--- src/vrf_pkg.sv ---
// Package for the vector refraction core: fixed-point widths, pipeline depth
// and the word types that travel down the square-root cell chain.
// No dependencies.
package vrf_pkg;

  // Component format: signed Q1.14 in, signed Q3.14 out
  localparam int CW    = 16;
  localparam int F     = 14;
  localparam int OUT_W = CW + 2;
  localparam int ONE   = 1 << F;
  localparam int HALF  = 1 << (F - 1);

  // Intermediate widths, each just wide enough for its full range
  localparam int PROD_W = 2 * CW;
  localparam int SUM_W  = 2 * CW + 2;
  localparam int D_W    = SUM_W + 1 - F;
  localparam int DD_W   = 2 * D_W;
  localparam int D2_W   = DD_W + 1 - F;
  localparam int EE_W   = 2 * CW;
  localparam int E2_W   = EE_W + 1 - F;
  localparam int OMD_W  = D2_W + 1;
  localparam int PK_W   = E2_W + 1 + OMD_W;
  localparam int T_W    = PK_W + 1 - F;
  localparam int K_W    = T_W + 1;
  localparam int RAD_W  = K_W - 1 + F;
  localparam int ROOT_W = (RAD_W + 1) / 2;
  localparam int RAD2_W = 2 * ROOT_W;
  localparam int REM_W  = ROOT_W + 2;
  localparam int S_W    = ROOT_W + 1;
  localparam int ETAD_W = CW + 1 + D_W;
  localparam int ED_W   = ETAD_W + 1 - F;
  localparam int M_W    = ((ED_W > S_W + 1) ? ED_W : S_W + 1) + 1;
  localparam int EI_W   = 2 * CW + 1;
  localparam int MN_W   = M_W + CW;
  localparam int V_W    = ((EI_W > MN_W) ? EI_W : MN_W) + 2;
  localparam int R_W    = V_W - F;

  // Pipeline shape
  localparam int FRONT_STAGES = 4;
  localparam int BACK_STAGES  = 2;
  localparam int PIPE_DEPTH   = FRONT_STAGES + ROOT_W + BACK_STAGES;

  // Output clamp values
  localparam logic [OUT_W-1:0] OUT_MAX = {1'b0, {(OUT_W-1){1'b1}}};
  localparam logic [OUT_W-1:0] OUT_MIN = {1'b1, {(OUT_W-1){1'b0}}};

  // Operands that ride along the square-root chain
  typedef struct packed {
    logic [2:0][CW-1:0] iv;
    logic [2:0][CW-1:0] nv;
    logic [CW-1:0]      eta;
    logic [ED_W-1:0]    ed;
    logic               tir;
  } side_t;

  // One word of the square-root chain
  typedef struct packed {
    logic [RAD2_W-1:0] rad;
    logic [REM_W-1:0]  rem;
    logic [ROOT_W-1:0] root;
    side_t             side;
  } sqrt_word_t;

endpackage

--- src/vrf_sqrt_cell.sv ---
// One square-root cell: settles one root bit from two radicand bits.
// Depends on vrf_pkg for the chain word type.
module vrf_sqrt_cell import vrf_pkg::*; (
  input  logic       clk_i,
  input  logic       rst_ni,
  input  logic       valid_i,
  output logic       ready_o,
  input  sqrt_word_t word_i,
  output logic       valid_o,
  input  logic       ready_i,
  output sqrt_word_t word_o
);

  logic              valid_q;
  sqrt_word_t        word_q;
  sqrt_word_t        word_d;
  logic [REM_W+1:0]  shifted;
  logic [REM_W+1:0]  trial;
  logic [REM_W+1:0]  diff;
  logic              ge;

  assign ready_o = !valid_q || ready_i;
  assign valid_o = valid_q;
  assign word_o  = word_q;

  // Bring down two radicand bits and try the next root bit
  always_comb begin
    shifted = {word_i.rem, word_i.rad[RAD2_W-1 -: 2]};
    trial   = (REM_W+2)'({word_i.root, 2'b01});
    diff    = shifted - trial;
    ge      = shifted >= trial;

    word_d      = word_i;
    word_d.rad  = {word_i.rad[RAD2_W-3:0], 2'b00};
    word_d.rem  = ge ? diff[REM_W-1:0] : shifted[REM_W-1:0];
    word_d.root = {word_i.root[ROOT_W-2:0], ge};
  end

  always_ff @(posedge clk_i or negedge rst_ni) begin
    if (!rst_ni) begin
      valid_q <= 1'b0;
    end else if (ready_o) begin
      valid_q <= valid_i;
    end
  end

  always_ff @(posedge clk_i) begin
    if (ready_o) word_q <= word_d;
  end

endmodule

--- config.mk ---
export PLATFORM = sky130hd
export DESIGN_NAME = vrf_sqrt_cell
export DESIGN_NICKNAME = d
export VERILOG_FILES = /design/src/vrf_pkg.sv /design/src/vrf_sqrt_cell.sv
export SDC_FILE = /design/constraint.sdc
export NUM_CORES = 1
export LEC_CHECK = 0
export BUFFER_PORTS_ARGS = -buffer_cell sky130_fd_sc_hd__buf_2
export CELL_PAD_IN_SITES_DETAIL_PLACEMENT = 1
export CELL_PAD_IN_SITES_GLOBAL_PLACEMENT = 1
export CORE_AREA = 2 2 192 194
export CTS_CLUSTER_DIAMETER = 100
export DETAILED_ROUTE_END_ITERATION = 10
export DIE_AREA = 0 0 194 196
export GPL_ROUTABILITY_DRIVEN = 0
export HOLD_SLACK_MARGIN = 0.03
export MAX_ROUTING_LAYER = met4
export PLACE_DENSITY_LB_ADDON = 0.1
export SLEW_MARGIN = 10
export SYNTH_ARGS = -nofsm -noshare
export SYNTH_HDL_FRONTEND = slang
export SYNTH_SLANG_ARGS = --single-unit
--- constraint.sdc ---
create_clock -name clk_i -period 10.2 [get_ports clk_i]
set_input_delay 1.53 -clock clk_i [delete_from_list [all_inputs] [get_ports clk_i]]
set_output_delay 1.53 -clock clk_i [all_outputs]
set_load 0.02 [all_outputs]
Yosys cells after proc, flatten, opt, wreduce, memory -nomap -nowiden

Index checks and enable logic that the tools add are counted.

Flip-flop bits (word level): 243
Bits of input ports: 248
Output and inout bits: 246

$add $sub $neg: 1
$lt $le $gt $ge: 1
Multiplexer cells: 1
Reductions and logical operators: 2

Operator list:

| operator                                                       | number |
|---|---|
| 30-bit by 28-bit greater-or-equal comparator with 1-bit output | 1 |
| 28-bit 2-to-1 mux                                              | 1 |
| 28-bit subtractor                                              | 1 |
| 1-bit logical NOT                                              | 1 |
| 1-bit logical OR                                               | 1 |

Depth between registers and ports, before layout

Gate-level depths: netlist (run 1).

Depth after elaboration: 2
Mapped depth: 13

Worst setup path after synthesis (run 1)

No wires, ideal clock.

Path type: in2out
Start point: input ready_i
End point: output ready_o
Data arrival time: 7.481 ns
Data required time: 8.670 ns
Path slack: 1.189 ns
Stages on the path: 1
Path buffers: 0
Path through: nand2b_1

Longest elaborated chain between the ends: 1

Ends and longest elaborated chain:

| item             | RTL line            | text |
|---|---|---|
| start, declared  | vrf_sqrt_cell.sv:10 | `input logic ready_i,` |
| 1-bit logical OR | vrf_sqrt_cell.sv:22 | `assign ready_o = !valid_q \|\| ready_i;` |
| end, declared    | vrf_sqrt_cell.sv:7  | `output logic ready_o,` |

No other way between the ends.

==> results of run 1 <==
report_power, final:
part / switching (mW) / internal [mW]
logic: 0.267 / 0.152
clock network: 0.401 / 0.545
registers: 0.0196 / 1.20
per-stage QoR:
step                power [mW]  worst slack [ps]  std cells  cell area, um2
floorplan                 1.50              1190        502            9240
global placement          1.67              5180       1456           12300
detailed placement        1.67              5090       1456           12300
CTS                       2.64              5670       1509           13100
global route              2.70              5380       1517           13100
finish                    2.59              5730       1517           13100
logic make-up after synthesis:
logic type / share of synthesized area (%)
xor gates and xnor gates: 2.47
DFF: 79.0
and+or+nand+nor: 2.98
other: 0.0406
AOI/OAI and AO/OA: 5.87
buffers and inverters: 2.37
muxes: 3.51
adders and majority gates: 3.79
metal layers:
layer	up-vias	global-route usage [%]	wire length, um
li1	2962	-	-
met1	3189	18.1	12100
met2	253	31.5	18100
met3	37	5.43	2550
met4	0	3.76	609
met5	-	-	0
registers in the layout, summed over array words and instances (netlist names):
register / flops
valid_o: 1
word_o: 242
placed cells by master, fill, tap and decap left out, drive strengths merged, types with 3 or more instances in the layout:
master,instances
nand4,7
nand2b,5
a211oi,3
clkinv,13
mux2,25
a21oi,29
xnor2,18
nor2,8
nand3,4
buf,496
diode,8
inv,39
nand2,13
a21o,15
nor2b,3
o21ai,15
edfxtp,242
xor2,8
ha,28
clkbuf,39
how the worst min path moves through the flow:
| stage | end | slack (ps) | cells after the start | start |
|---|---|---|---|---|
| after floorplan | valid_o | 1230 | 0 | rst_ni |
| after global placement | word_o[133] | 960 | 1 | valid_o |
| after detailed placement | word_o[133] | 950 | 1 | valid_o |
| after CTS | valid_o | 700 | 1 | rst_ni |
| after global routing | valid_o | 710 | 1 | rst_ni |
| final | valid_o | 740 | 1 | rst_ni |
synth_stat cells, drive strengths merged:
master | n | share of area (%)
a21oi | 29 | 1.9
nor4 | 1 | 0.23
a211o | 2 | 0.19
nor2b | 3 | 0.20
edfxtp | 242 | 79
o21bai | 2 | 0.20
mux2i | 2 | 0.22
nor4bb | 1 | 0.11
conb | 1 | 0.041
a41oi | 1 | 0.095
nor2 | 8 | 0.33
and3 | 2 | 0.14
clkinv | 1 | 0.041
inv | 38 | 1.5
nand2 | 13 | 0.53
o221ai | 2 | 0.19
o22a | 1 | 0.19
a221o | 1 | 0.11
xor2 | 8 | 0.76
buf | 5 | 0.58
a221oi | 1 | 0.16
nand3 | 4 | 0.22
nand2b | 5 | 0.34
xnor2 | 18 | 1.7
o22ai | 2 | 0.14
nand4 | 7 | 0.47
a211oi | 3 | 0.24
a21o | 15 | 1.2
a31oi | 1 | 0.068
and4 | 2 | 0.19
o21ai | 15 | 0.93
o21a | 1 | 0.081
clkbuf | 5 | 0.20
a311oi | 1 | 0.095
and2 | 1 | 0.068
nor3 | 2 | 0.16
ha | 28 | 3.8
a31o | 1 | 0.095
mux2 | 25 | 3.3
dfrtp | 1 | 0.27
layout make-up:
| type | count | area (um2) |
|---|---|---|
| fillers | 3891 | 23000 |
| flip-flops and latches | 243 | 7290 |
| repair buffers | 496 | 2490 |
| multi-input cells | 210 | 1730 |
| clock buffers | 39 | 763 |
| well taps | 468 | 586 |
| inverters | 39 | 146 |
| clock inverters | 14 | 90.1 |
| diodes | 8 | 20.0 |
==> flow_metrics.py, run 1 <==
metrics = {
    "clocking": {
        "cts.sinks": 243,
        "ctsHtreeMaxLevel": 1,
        "holdBufCountCts": 0,
        "clk_pin_slew_ps": 50,
        "clock_path_buffers": 3,
        "cts_root_buf": "clkbuf_16",
        "cts-buffers-inserted": 29,
        "cts_resized": 0,
        "cts_tree": "done",
        "cts_setup_buffers": 0,
        "clk_latency_ps": 550,
    },
    "die": {
        "core_area_um2": 36100,
        "boundaryPins": 494,
        "dieWidth_um": 194,
        "rows": 70,
        "die_area_um2": 38000,
        "die-height_um": 196,
        "start_util_pct": 25.6,
    },
    "layout": {
        "area_growth_pct": 42.2,
        "nets": 1295,
        "finish.utilization_pct": 36.4,
        "drive_above_1_share_pct": 54.6,
    },
    "critical_path": {
        "arrival_ps": 4770,
        "crit_path_max_fanout": 21,
        "critPathCapture": "word_o[169]",
        "cp_slowest_stage_delay_ps": 530,
        "cp.depth": 13,
        "crit_type": "in2reg",
        "critPathSlowestCell": "nor4_4",
        "critPathBufInv": 4,
        "startpoint": "word_i[141]",
        "r2r_end": "word_o[181]",
        "cp.required_ps": 10500,
        "crit_path_end_kind": "flip-flop",
        "crit_family": "compound AO/OA/AOI/OAI gates",
        "r2r_cells": 3,
        "path_cells": "buf_2 -> inv_1 -> ha_1 -> nand4_1 -> clkinv_1 -> a221oi_2 -> o22a_4 -> o21ai_4 -> a21oi_4 -> a21oi_2 -> nor4_4 -> buf_4 -> mux2_2",
        "crit_path_start_kind": "primary input",
        "rrSetupSlack_ps": 7690,
        "timing.rr.start": "valid_o",
    },
    "global_route": {
        "grt.overflow.total": 0,
        "grt_pass1_vias": 6604,
        "grt_usage_pct": 17.2,
        "antenna_found_initial": 8,
        "grt_max_degree": 72,
        "grt_pass1_wl_mm": 46.5,
    },
    "synth": {
        "ys_warn_count": 0,
        "yosysSeqAreaShare_pct": 79.0,
        "synth.distinct_cells": 49,
        "avgSynthCellArea_um2": 18.4,
        "synth-seq-cells": 243,
        "synth_cells": 501,
        "netlist_area_um2": 9230,
    },
    "detailed_routing": {
        "drc": 0,
        "ant_nets": 0,
        "finalWirelength_mm": 33.3,
        "drtPass1Iterations": 5,
        "dr.first_iter.drc_count": 275,
        "viasPerCell": 4.25,
        "wl_per_cell_um": 22.0,
        "num_vias": 6441,
    },
    "timing": {
        "finalMaxSlewViolations": 0,
        "fin_tns_setup_ps": 0,
        "rsz0062_at_grt": "false",
        "hold_violations": 0,
        "min_period_over_period_pct": 43.8,
        "hold_slack_ps": 740,
        "relSlewSlack_pct": 37.3,
        "fmax_mhz": 224,
        "final.setup_skew_ps": 19.2,
        "layout_min_cycle_time_ps": 4470,
        "tightest_slew_ps": 941,
        "final-setup-viol-count": 0,
    },
    "worst_hold_path": {
        "worstHoldPathType": "in2async",
    },
    "placed_design": {
        "dp_hpwl_mm": 26.5,
        "io_buffer_count": 491,
    },
    "run_status": {
        "outcome": "finished, final reports clean",
    },
    "run": {
        "maxCapViolCount": 0,
    },
    "power": {
        "pwr_density_cell_nw_per_um2": 197,
        "ir_drop_v": 0.000115,
        "p_leak_nw": 5.77,
    },
}
Power figures use the tool's default switching activity.
==> run 2: changes to the inputs <==
--- a/config.mk
+++ b/config.mk
@@ -5,13 +5,14 @@
 export SDC_FILE = /design/constraint.sdc
 export NUM_CORES = 1
 export LEC_CHECK = 0
+export ABC_AREA = 1
 export BUFFER_PORTS_ARGS = -buffer_cell sky130_fd_sc_hd__buf_2
 export CELL_PAD_IN_SITES_DETAIL_PLACEMENT = 1
 export CELL_PAD_IN_SITES_GLOBAL_PLACEMENT = 1
-export CORE_AREA = 2 2 192 194
+export CORE_AREA = 2 2 216 154
 export CTS_CLUSTER_DIAMETER = 100
 export DETAILED_ROUTE_END_ITERATION = 10
-export DIE_AREA = 0 0 194 196
+export DIE_AREA = 0 0 218 156
 export GPL_ROUTABILITY_DRIVEN = 0
 export HOLD_SLACK_MARGIN = 0.03
 export MAX_ROUTING_LAYER = met4
==> constraint.sdc (replaced) <==
create_clock -name clk_i -period 3.7 [get_ports clk_i]
set_input_delay 0.555 -clock clk_i [delete_from_list [all_inputs] [get_ports clk_i]]
set_output_delay 0.555 -clock clk_i [all_outputs]
set_load 0.02 [all_outputs]
==> run 2 against run 1 <==
Synthesized cell count rose by 62%. Hold slack got worse by 560 ps. Sequential share of layout area shrank 3.6 points. Clock skew decreased by 15 ps. Critical path type unchanged.
==> flow_metrics.py, run 2 <==
metrics = {
    "die": {
        "core_area_um2": 31900,
        "die-height_um": 156,
        "die_area_um2": 34000,
        "dieWidth_um": 218,
        "start_util_pct": 31.7,
        "rows": 55,
        "boundaryPins": 494,
    },
    "critical_path": {
        "rrSetupSlack_ps": 1920,
        "path_cells": "buf_2 -> inv_1 -> ha_1 -> nand2_1 -> nand2_1 -> inv_1 -> nand2_1 -> inv_1 -> nand2_1 -> inv_1 -> nand2_1 -> nand2_1 -> nand3_2 -> buf_4 -> nand2_1 -> nand2_1",
        "r2r_cells": 2,
        "crit_path_start_kind": "primary input",
        "crit_path_max_fanout": 20,
        "critPathSlowestCell": "ha_1",
        "timing.rr.start": "valid_o",
        "cp_slowest_stage_delay_ps": 360,
        "crit_type": "in2reg",
        "crit_top_cell": "nand2_1",
        "crit_path_end_kind": "flip-flop",
        "arrival_ps": 2670,
        "r2r_end": "word_o[164]",
        "cp.required_ps": 3990,
    },
    "timing": {
        "layout_min_cycle_time_ps": 2380,
        "min_period_over_period_pct": 64.3,
        "rsz0062_at_grt": "false",
        "tightest_slew_ps": 616,
        "relSlewSlack_pct": 58.9,
        "final-setup-viol-count": 0,
        "finalMaxSlewViolations": 0,
        "fmax_mhz": 420,
        "fin_tns_setup_ps": 0,
        "hold_violations": 0,
        "final.setup_skew_ps": 4.03,
        "setup_ws_ps": 1320,
    },
    "power": {
        "switchingPower_mw": 1.98,
        "p_int_mw": 5.29,
        "ir_drop_v": 0.000396,
        "p_seq_share_pct": 46.1,
        "p_leak_nw": 6.72,
        "comb_power_share_pct": 16.7,
        "swShare_pct": 27.3,
        "pwr_density_cell_nw_per_um2": 518,
        "power_frac_clock_pct": 37.2,
    },
    "worst_hold_path": {
        "worstHoldStart": "word_i[137]",
        "hold_end": "word_o[137]",
        "min_path_cells": 1,
        "worstHoldPathType": "in2reg",
    },
    "detailed_routing": {
        "drtPass1Iterations": 4,
        "num_vias": 7736,
        "wl_per_cell_um": 20.3,
        "dr.first_iter.drc_count": 438,
        "finalWirelength_mm": 36.5,
        "viasPerCell": 4.31,
        "drc": 0,
        "ant_nets": 0,
    },
    "placed_design": {
        "dp_hpwl_mm": 29.4,
        "io_buffer_count": 491,
        "place_ws_ps": 770,
    },
    "layout": {
        "final_common_cell": "buf_2",
        "drive_above_1_share_pct": 42.7,
        "fillers": 3639,
        "layout_common_cells": "buf_2, edfxtp_1, nand2_1",
        "nets": 1604,
        "area_growth_pct": 38.7,
        "largest_reg_flops": 242,
    },
    "synth": {
        "yosysMostFrequentCell": "edfxtp_1",
        "synth_cells": 812,
        "yosysSeqAreaShare_pct": 72.1,
        "synth_area_leaders": "edfxtp_1, nand2_1, inv_1",
        "async_reset_ff_share_pct": 0.412,
        "synth-main-ff-cell": "edfxtp_1",
        "synth-edff-count": 242,
        "avgSynthCellArea_um2": 12.5,
        "synth.distinct_cells": 29,
        "netlist_area_um2": 10100,
        "synthTopCellsByCount": "edfxtp_1, nand2_1, inv_1, nand3_1, nor2_1",
        "ys_warn_count": 0,
        "synth_top_area_cell": "edfxtp_1",
        "synth_top_area_share_pct": 71.8,
        "synth-seq-cells": 243,
    },
    "clocking": {
        "clk_pin_slew_ps": 60,
        "ctsHtreeMaxLevel": 1,
        "clk_latency_ps": 540,
        "cts_root_buf": "clkbuf_16",
        "cts.sinks": 243,
        "cts-buffers-inserted": 26,
        "clock_path_buffers": 3,
        "cts_tree": "done",
        "cts_resized": 0,
    },
    "global_route": {
        "grt_max_degree": 88,
        "antenna_found_initial": 19,
        "grt_pass1_wl_mm": 51.6,
        "grt_usage_pct": 21.2,
        "grt.overflow.total": 0,
        "grt_pass1_vias": 7950,
    },
    "run": {
        "maxCapViolCount": 0,
    },
    "run_status": {
        "outcome": "finished, final reports clean",
    },
}
[run 2: cell types whose count changed after synthesis, moves of 7 or more]
| cell | previous run | this run |
|---|---|---|
| nand2_1 | 13 | 231 |
| inv_1 | 38 | 128 |
| nand3_1 | 4 | 45 |
| nand3_2 | 0 | 24 |
| nor2_1 | 8 | 31 |
| mux2_2 | 19 | 0 |
| xnor2_1 | 18 | 1 |
| a21o_1 | 15 | 1 |
| a21oi_1 | 26 | 13 |
| o21ai_0 | 11 | 1 |
| nand2_2 | 0 | 7 |
[run 2: final cells by class]
type                            count  area, um2  share of cell area, %
Sequential cell                   243       7290                   51.9
Antenna cell                       20       50.0                  0.357
Clock buffer                       36        698                   4.97
Clock inverter                     12        171                   1.22
Tap cell                          427        534                   3.81
Multi-Input combinational cell    424       2250                   16.0
Timing Repair Buffer              497       2530                   18.0
Inverter                          136        510                   3.64
[run 2: per-stage QoR]
stage                     util [%]  hold slack, ps  instance area (um2)  cells  power (mW)
after floorplan                  -             259                10100    813        4.11
after global placement        41.1             331                13100   1726        4.63
after detailed placement      41.1             335                13100   1726        4.65
after CTS                     43.8             150                14000   1775        7.37
after global routing          44.0             154                14000   1794        7.58
final                         44.0             182                14000   1795        7.27
[run 2: layer usage]
metal  wire (um)  track usage, %  share of wire [%]
met5           0               -                  0
met4         607            4.83                1.7
met3        2310            5.89                6.3
met2       18100            34.9                 50
met1       15500            25.9                 42
[run 2: what timing repair did]
action	in CTS	in global routing
hold buffers	1	0
setup endpoints to repair	0	0
endpoints found under the hold margin	1	0
buffers inserted	0	0
[run 2: worst max-delay path, delay by kind of cell]
kind                     cells  cell delay (ps)
AND/OR/NAND/NOR              9             1060
buffers and inverters        6              700
adder cells (fa/ha/maj)      1              360
[run 2: kinds of logic (layout without fill, tap and decap cells)]
| group | after synthesis | after routing | synth area share, % |
|---|---|---|---|
| buffers and inverters | 146 | 681 | 5.90 |
| XOR/XNOR | 13 | 13 | 1.13 |
| AO/OA/AOI/OAI | 17 | 17 | 0.890 |
| other | 1 | 22 | 0.0371 |
| AND/OR/NAND/NOR | 364 | 364 | 16.5 |
| flip-flops | 243 | 243 | 72.1 |
| adder cells (fa/ha/maj) | 28 | 28 | 3.46 |
[run 2: how the worst max path moves through the flow]
stage                            from     endpoint  depth (start not counted)
final                     word_i[149]  word_o[176]                         16
after global routing      word_i[149]  word_o[165]                         13
after CTS                 word_i[149]  word_o[165]                         13
after detailed placement  word_i[139]  word_o[176]                         14
after global placement    word_i[140]  word_o[179]                         14
after floorplan               ready_i      ready_o                          2
[run 2: power groups by stage]
stage	Clock (mW)	Combinational [mW]	Sequential, mW
final	2.70	1.21	3.36
after global routing	2.88	1.32	3.38
after CTS	2.77	1.23	3.36
after detailed placement	0	1.23	3.42
after global placement	0	1.22	3.41
after floorplan	0	0.382	3.73
